$ cat src/rtl/core/ugn_pkg.sv
`timescale 1ns / 1ps
`default_nettype none
// ----------------------------------------------------------------------------
// ugn_pkg
// shared constants, types and helper functions of the upwind gradient stencil
// ----------------------------------------------------------------------------
package ugn_pkg;

   localparam int MAX_COLS   = 1024;
   localparam int MAX_ROWS   = 1024;
   localparam int COL_W      = $clog2(MAX_COLS);
   localparam int ROW_W      = $clog2(MAX_ROWS);
   localparam int SIZE_W     = 11;
   localparam int DATA_W     = 32;
   localparam int INV_W      = 24;
   localparam int DIR_W      = 2;
   localparam int CSR_W      = 24;
   localparam int CSR_IDX_W  = 3;
   localparam int PROD_W     = DATA_W + INV_W;
   localparam int TERM_W     = PROD_W - 16;
   localparam int SQ_W       = 2 * DATA_W;
   localparam int REM_W      = DATA_W + 2;
   localparam int SQRT_STEPS = 2;
   localparam int SQRT_STAGES = DATA_W / SQRT_STEPS;

   // register indexes
   localparam logic [CSR_IDX_W-1:0] CSR_DIRECTION = 3'd0;
   localparam logic [CSR_IDX_W-1:0] CSR_INV_DX    = 3'd1;
   localparam logic [CSR_IDX_W-1:0] CSR_INV_DY    = 3'd2;
   localparam logic [CSR_IDX_W-1:0] CSR_COLS      = 3'd3;
   localparam logic [CSR_IDX_W-1:0] CSR_ROWS      = 3'd4;

   // speed sign codes
   localparam logic [1:0] SIGN_ZERO = 2'b00;
   localparam logic [1:0] SIGN_POS  = 2'b01;
   localparam logic [1:0] SIGN_NEG  = 2'b11;

   typedef struct packed {
      logic              valid;
      logic              interior;
      logic              last;
      logic [1:0]        csign;
      logic [DATA_W-1:0] up;
      logic [DATA_W-1:0] left;
      logic [DATA_W-1:0] mid;
      logic [DATA_W-1:0] right;
      logic [DATA_W-1:0] down;
   } win_type;

   typedef struct packed {
      logic            valid;
      logic            last;
      logic            sat;
      logic [SQ_W-1:0] sum;
   } sum_type;

   typedef struct packed {
      logic              valid;
      logic              last;
      logic [DATA_W-1:0] norm;
   } res_type;

   typedef struct packed {
      logic [REM_W-1:0]  rem;
      logic [DATA_W-1:0] root;
   } sqrt_state_type;

   // max(a, b, 0) of two signed differences
   function automatic logic [DATA_W-1:0] max_pos(input logic signed [DATA_W:0] a,
                                                 input logic signed [DATA_W:0] b);
      logic signed [DATA_W:0] m;
      begin
         m = (a > b) ? a : b;
         max_pos = m[DATA_W] ? '0 : m[DATA_W-1:0];
      end
   endfunction

   // one digit of the restoring square root
   function automatic sqrt_state_type sqrt_step(input sqrt_state_type st,
                                                input logic [1:0] pair);
      logic [REM_W-1:0] r;
      logic [REM_W-1:0] t;
      sqrt_state_type   nx;
      begin
         r = {st.rem[DATA_W-1:0], pair};
         t = {st.root, 2'b01};
         if (r >= t) begin
            nx.rem  = r - t;
            nx.root = {st.root[DATA_W-2:0], 1'b1};
         end else begin
            nx.rem  = r;
            nx.root = {st.root[DATA_W-2:0], 1'b0};
         end
         sqrt_step = nx;
      end
   endfunction

endpackage
`default_nettype wire

$ cat src/rtl/core/ugn_sqrt.sv
`timescale 1ns / 1ps
`default_nettype none
// ----------------------------------------------------------------------------
// ugn_sqrt
// pipelined integer square root, two result bits per stage, saturating
// ----------------------------------------------------------------------------
module ugn_sqrt (
   input  wire logic             clock,
   input  wire logic             reset,
   input  wire logic             en,
   input  wire ugn_pkg::sum_type sum_in,
   output ugn_pkg::res_type      res
);

   localparam int NS = ugn_pkg::SQRT_STAGES;
   localparam int QW = ugn_pkg::SQ_W;

   logic                    v_ff   [NS];
   logic                    l_ff   [NS];
   logic                    sat_ff [NS];
   logic [QW-1:0]           rad_ff [NS];
   ugn_pkg::sqrt_state_type st_ff  [NS];

   genvar g;
   generate
      for (g = 0; g < NS; g++) begin : g_stage
         logic                    v_prev, l_prev, sat_prev;
         logic [QW-1:0]           rad_prev;
         ugn_pkg::sqrt_state_type st_prev, st_next;

         if (g == 0) begin : g_first
            always_comb begin
               v_prev   = sum_in.valid;
               l_prev   = sum_in.last;
               sat_prev = sum_in.sat;
               rad_prev = sum_in.sum;
               st_prev  = '0;
            end
         end else begin : g_rest
            always_comb begin
               v_prev   = v_ff[g-1];
               l_prev   = l_ff[g-1];
               sat_prev = sat_ff[g-1];
               rad_prev = rad_ff[g-1];
               st_prev  = st_ff[g-1];
            end
         end

         // one root bit per radicand bit pair, top pairs first
         always_comb begin
            st_next = st_prev;
            for (int s = 0; s < ugn_pkg::SQRT_STEPS; s++) begin
               st_next = ugn_pkg::sqrt_step(st_next, rad_prev[QW-1-2*s -: 2]);
            end
         end

         always_ff @(posedge clock) begin
            if (reset) begin
               v_ff[g] <= 1'b0;
            end else if (en) begin
               v_ff[g] <= v_prev;
            end
            if (en) begin
               l_ff[g]   <= l_prev;
               sat_ff[g] <= sat_prev;
               rad_ff[g] <= rad_prev << (2 * ugn_pkg::SQRT_STEPS);
               st_ff[g]  <= st_next;
            end
         end
      end
   endgenerate

   assign res.valid = v_ff[NS-1];
   assign res.last  = l_ff[NS-1];
   assign res.norm  = sat_ff[NS-1] ? '1 : st_ff[NS-1].root;

endmodule
`default_nettype wire

$ cat config.mk
export PLATFORM = sky130hd
export DESIGN_NAME = ugn_sqrt
export DESIGN_NICKNAME = d
export VERILOG_FILES = /design/src/rtl/core/ugn_pkg.sv /design/src/rtl/core/ugn_sqrt.sv
export SDC_FILE = /design/constraint.sdc
export NUM_CORES = 2
export LEC_CHECK = 0
export BUFFER_PORTS_ARGS = -buffer_cell sky130_fd_sc_hd__buf_2
export CAP_MARGIN = 40
export CORE_ASPECT_RATIO = 1.4
export CORE_MARGIN = 2
export CORE_UTILIZATION = 58
export CTS_CLUSTER_DIAMETER = 50
export DETAILED_ROUTE_END_ITERATION = 16
export PLACE_DENSITY = 0.7
export SYNTH_ARGS = -nofsm -noshare
export SYNTH_HDL_FRONTEND = slang
export SYNTH_SLANG_ARGS = --single-unit
$ cat constraint.sdc
create_clock -name clock -period 11.08 [get_ports clock]
set_input_delay 2.216 -clock clock [delete_from_list [all_inputs] [get_ports clock]]
set_output_delay 2.216 -clock clock [all_outputs]
set_load 0.01 [all_outputs]
==> impl_summary.txt <==
----------------------------------------------------
[Finish]
  Post-layout instance area ... 88,300 um2
  Post-route insts no fill ... 9,927
  Final #Nets ... 8,632
  Synthesis-to-finish area growth ... 9.26%
  Diodes inserted ... 0
  Layout filler cell count ... 11.3k
  Ratio of cells with drive above 1 in the final layout ... 7.99%

[Clocking]
  # Post-CTS Setup Buffers ... 0
  Number of cells upsized or downsized after cts ... 0
  Clock tree from TritonCTS ... built
  Later-pin clock latency in the skew report ... 800 ps
  Number of buffers created by CTS ... 146
  Quantity of hold-fixing buffers added after cts ... 0
  Root Driver ... sky130_fd_sc_hd__clkbuf_16
  Clock transition at path regs ... 60 ps
  Maximum buffer depth of the clock tree ... 3
  Clock sinks ... 1,259
  H-tree Lvls ... 4

[Synth]
  Total standard cell area after synthesis ... 80,800 um2
  Count of state elements after synthesis ... 1,259
  Synth async-reset ratio ... 0%
  Synth area leaders ... sky130_fd_sc_hd__edfxtp_1, sky130_fd_sc_hd__ha_1, sky130_fd_sc_hd__xnor2_1, sky130_fd_sc_hd__a21oi_1, sky130_fd_sc_hd__nand2_1
  Synth top area share ... 46.8%
  Sequential cell area fraction in the yosys report ... 46.8%
  Top cell type by total area after synthesis ... sky130_fd_sc_hd__edfxtp_1
  Yosys warning total ... 0
  Top_reg_cell synth ... sky130_fd_sc_hd__edfxtp_1
  Number of enable flip-flop cells after synthesis ... 1,259
  Mean cell area of the mapped netlist ... 10.2 um2
  Instance count of the mapped netlist ... 7,919
  Count of distinct cell types in the synthesized netlist ... 106

[Critical path]
  Slowest Stage Delay on Critical Path ... 640 ps
  Nature of the critical path startpoint ... flip-flop
  Worst Path Required ... 11,630 ps
  Max Fanout on Critical Path ... 40
  CP Data Arrival Time ... 8610 ps
  Endpoint type of the worst setup path ... flip-flop
  Crit path max-delay cell type ... sky130_fd_sc_hd__nand3_1
  Class of the most critical setup path ... flip-flop to flip-flop

[Hold path]
  Type of the worst min-delay path ... flip-flop to flip-flop

[Placed design]
  Gp weighted congestion ... 0.937
  Area of placed instances ... 83,300 um2
  Post-placement worst setup slack ... 3090 ps
  Placed cells ... 9,659
  PortBufs ... 103
  Sum of net half-perimeters after detailed placement ... 158 mm

[STA]
  RSZ-0062 raised after global routing ... false
  Accumulated negative setup slack ... 0 ps
  Layout Skew ... 31.6 ps
  Final WS setup ... 3020 ps
  Slew margin rel. ... 35.3%
  Final min period ... 8060 ps
  Total setup violations reported at the end of the flow ... 0
  Final-report max-slew violation count ... 0
  Maximum clock frequency ... 124 MHz
  Number of hold violations in the final report ... 0
  Final Cycle Share ... 72.7%
  Worst-margin pin slew ... 970 ps

[Detailed routing]
  Iteration-0 DRC count of the detailed router ... 4,511
  Sum of routed wire length over all layers ... 204 mm
  DRC violation count after routing ... 0
  First-pass iteration count of the detailed router ... 6
  DR vias ... 60.4k
  Ratio of routed vias to standard cells ... 6.08
  Antenna viol nets, final ... 0
  Avg WL per Cell ... 20.5 um

[Die]
  Die ar. ... 142,000 um2
  Horizontal extent of the die ... 319 um
  Effective utilization at floorplan ... 58.2%
  Core Area ... 139,000 um2
  Y dimension of the die ... 446 um
  Number of rows created at floorplan ... 162
  Number of top-level pins ... 104

[Pwr]
  Comb pwr share ... 45.1%
  PnR Total Power ... 21.9 mW
  Leakage component of the power ... 35.0 nW
  Sw Ratio ... 39.0%
  Internal power consumption ... 13.3 mW
  Pwr/cell area ... 248 nW/um2
  Sequential Power Share ... 32.5%
  Net switching power figure ... 8.53 mW
  Maximum vdd ir drop ... 201 uV
  Clock network fraction of design power ... 22.4%

[Global routing]
  Total global-route track usage ... 28.3%
  First-pass GRT wire length ... 318 mm
  Maximum number of pins on one net before global-route repair ... 180
  Number of antenna violations at the first check in global routing ... 6
  Vias in the first global route ... 58.7k
  Remaining global-route overflow ... 0

[Run]
  Number of maximum-capacitance violations ... 0

[Run status]
  Result of the run ... complete, no violations

----------------------------------------------------
[sequential cells by signal (all words and copies together), names as in the netlist]
register / flops
l_ff: 16
st_ff: 731
rad_ff: 480
sat_ff: 16
v_ff: 16
[worst max-delay path: cells and delay by family (launching register included)]
kind / cells / cell delay [ps]
buffers and inverters: 5 / 1450
AOI/OAI and AO/OA: 11 / 2820
DFF: 1 / 360
adders and majority gates: 2 / 760
muxes: 1 / 310
and+or+nand+nor: 6 / 2050
[metrics by stage]
stage,hold WS (ps),util (%)
finish,401,63.6
global placement,400,59.9
global route,405,63.6
detailed placement,405,60.0
floorplan,400,-
CTS,399,63.6
[power groups by stage]
stage / clock (mW) / combinational (mW) / sequential (mW)
floorplan: 0 / 7.50 / 6.78
detailed placement: 0 / 9.68 / 7.19
finish: 4.90 / 9.86 / 7.10
global placement: 0 / 9.59 / 7.18
global route: 5.18 / 10.9 / 7.17
CTS: 5.01 / 9.77 / 7.10
[final timing paths]
| kind | startpoint | end | slack, ps | cells past startpoint |
|---|---|---|---|---|
| max | st_ff[1][352] | st_ff[1][449] | 3020 | 25 |
| min | rad_ff[0][400] | rad_ff[0][464] | 400 | 0 |
| max reg2reg | st_ff[1][352] | st_ff[1][449] | 3020 | 25 |
| min reg2reg | rad_ff[0][400] | rad_ff[0][464] | 400 | 0 |
[cell usage in the layout (no fill, tap or decap), types with 184 or more instances in the layout]
| cell | count |
|---|---|
| sky130_fd_sc_hd__a21oi_1 | 642 |
| sky130_fd_sc_hd__edfxtp_1 | 1259 |
| sky130_fd_sc_hd__nand2_1 | 658 |
| sky130_fd_sc_hd__nand3_1 | 184 |
| sky130_fd_sc_hd__xor2_1 | 242 |
| sky130_fd_sc_hd__a21o_1 | 277 |
| sky130_fd_sc_hd__o21ai_0 | 403 |
| sky130_fd_sc_hd__xnor2_1 | 486 |
| sky130_fd_sc_hd__nor2_1 | 631 |
| sky130_fd_sc_hd__inv_1 | 464 |
| sky130_fd_sc_hd__ha_1 | 558 |
[area by class of cell]
class                           instances  area [um2]  share of cell area [%]
Clock inverter                        107        1190                    1.35
Timing Repair Buffer                  146        1010                    1.15
Multi-Input combinational cell       5979       40400                    45.8
Clock buffer                          160        3810                    4.32
Inverter                              472        1770                    2.01
Sequential cell                      1259       37800                    42.8
Tap cell                             1804        2260                    2.56
[cells in the mapped netlist, types with 180 or more instances]
| master | count |
|---|---|
| sky130_fd_sc_hd__edfxtp_1 | 1259 |
| sky130_fd_sc_hd__nand2_1 | 658 |
| sky130_fd_sc_hd__a21oi_1 | 642 |
| sky130_fd_sc_hd__nor2_1 | 632 |
| sky130_fd_sc_hd__ha_1 | 558 |
| sky130_fd_sc_hd__xnor2_1 | 486 |
| sky130_fd_sc_hd__inv_1 | 464 |
| sky130_fd_sc_hd__o21ai_0 | 403 |
| sky130_fd_sc_hd__a21o_1 | 277 |
| sky130_fd_sc_hd__xor2_1 | 242 |
| sky130_fd_sc_hd__nand3_1 | 185 |
| sky130_fd_sc_hd__nor3_1 | 180 |
[logic make-up (layout without fill, tap and decap cells)]
| kind of cell | count (synthesis) | after routing | synth area share, % |
|---|---|---|---|
| muxes | 130 | 130 | 1.77 |
| buffers and inverters | 683 | 885 | 3.24 |
| and+or+nand+nor | 2515 | 2515 | 15.6 |
| xor gates and xnor gates | 728 | 728 | 7.89 |
| AOI/OAI and AO/OA | 2045 | 2045 | 16.1 |
| other | 1 | 3 | 0.00464 |
| DFF | 1259 | 1259 | 46.8 |
| adders and majority gates | 558 | 558 | 8.64 |
[per-layer routing]
metal  track usage, %  vias to the layer above  wire [um]
met2             50.2                     1595     102000
met3             2.97                      475       8270
met1             34.0                    28700      83000
met4             14.5                        0      10800
met5                0                        -          0
li1                 -                    29600          -
(Power assumes the default switching activity.)
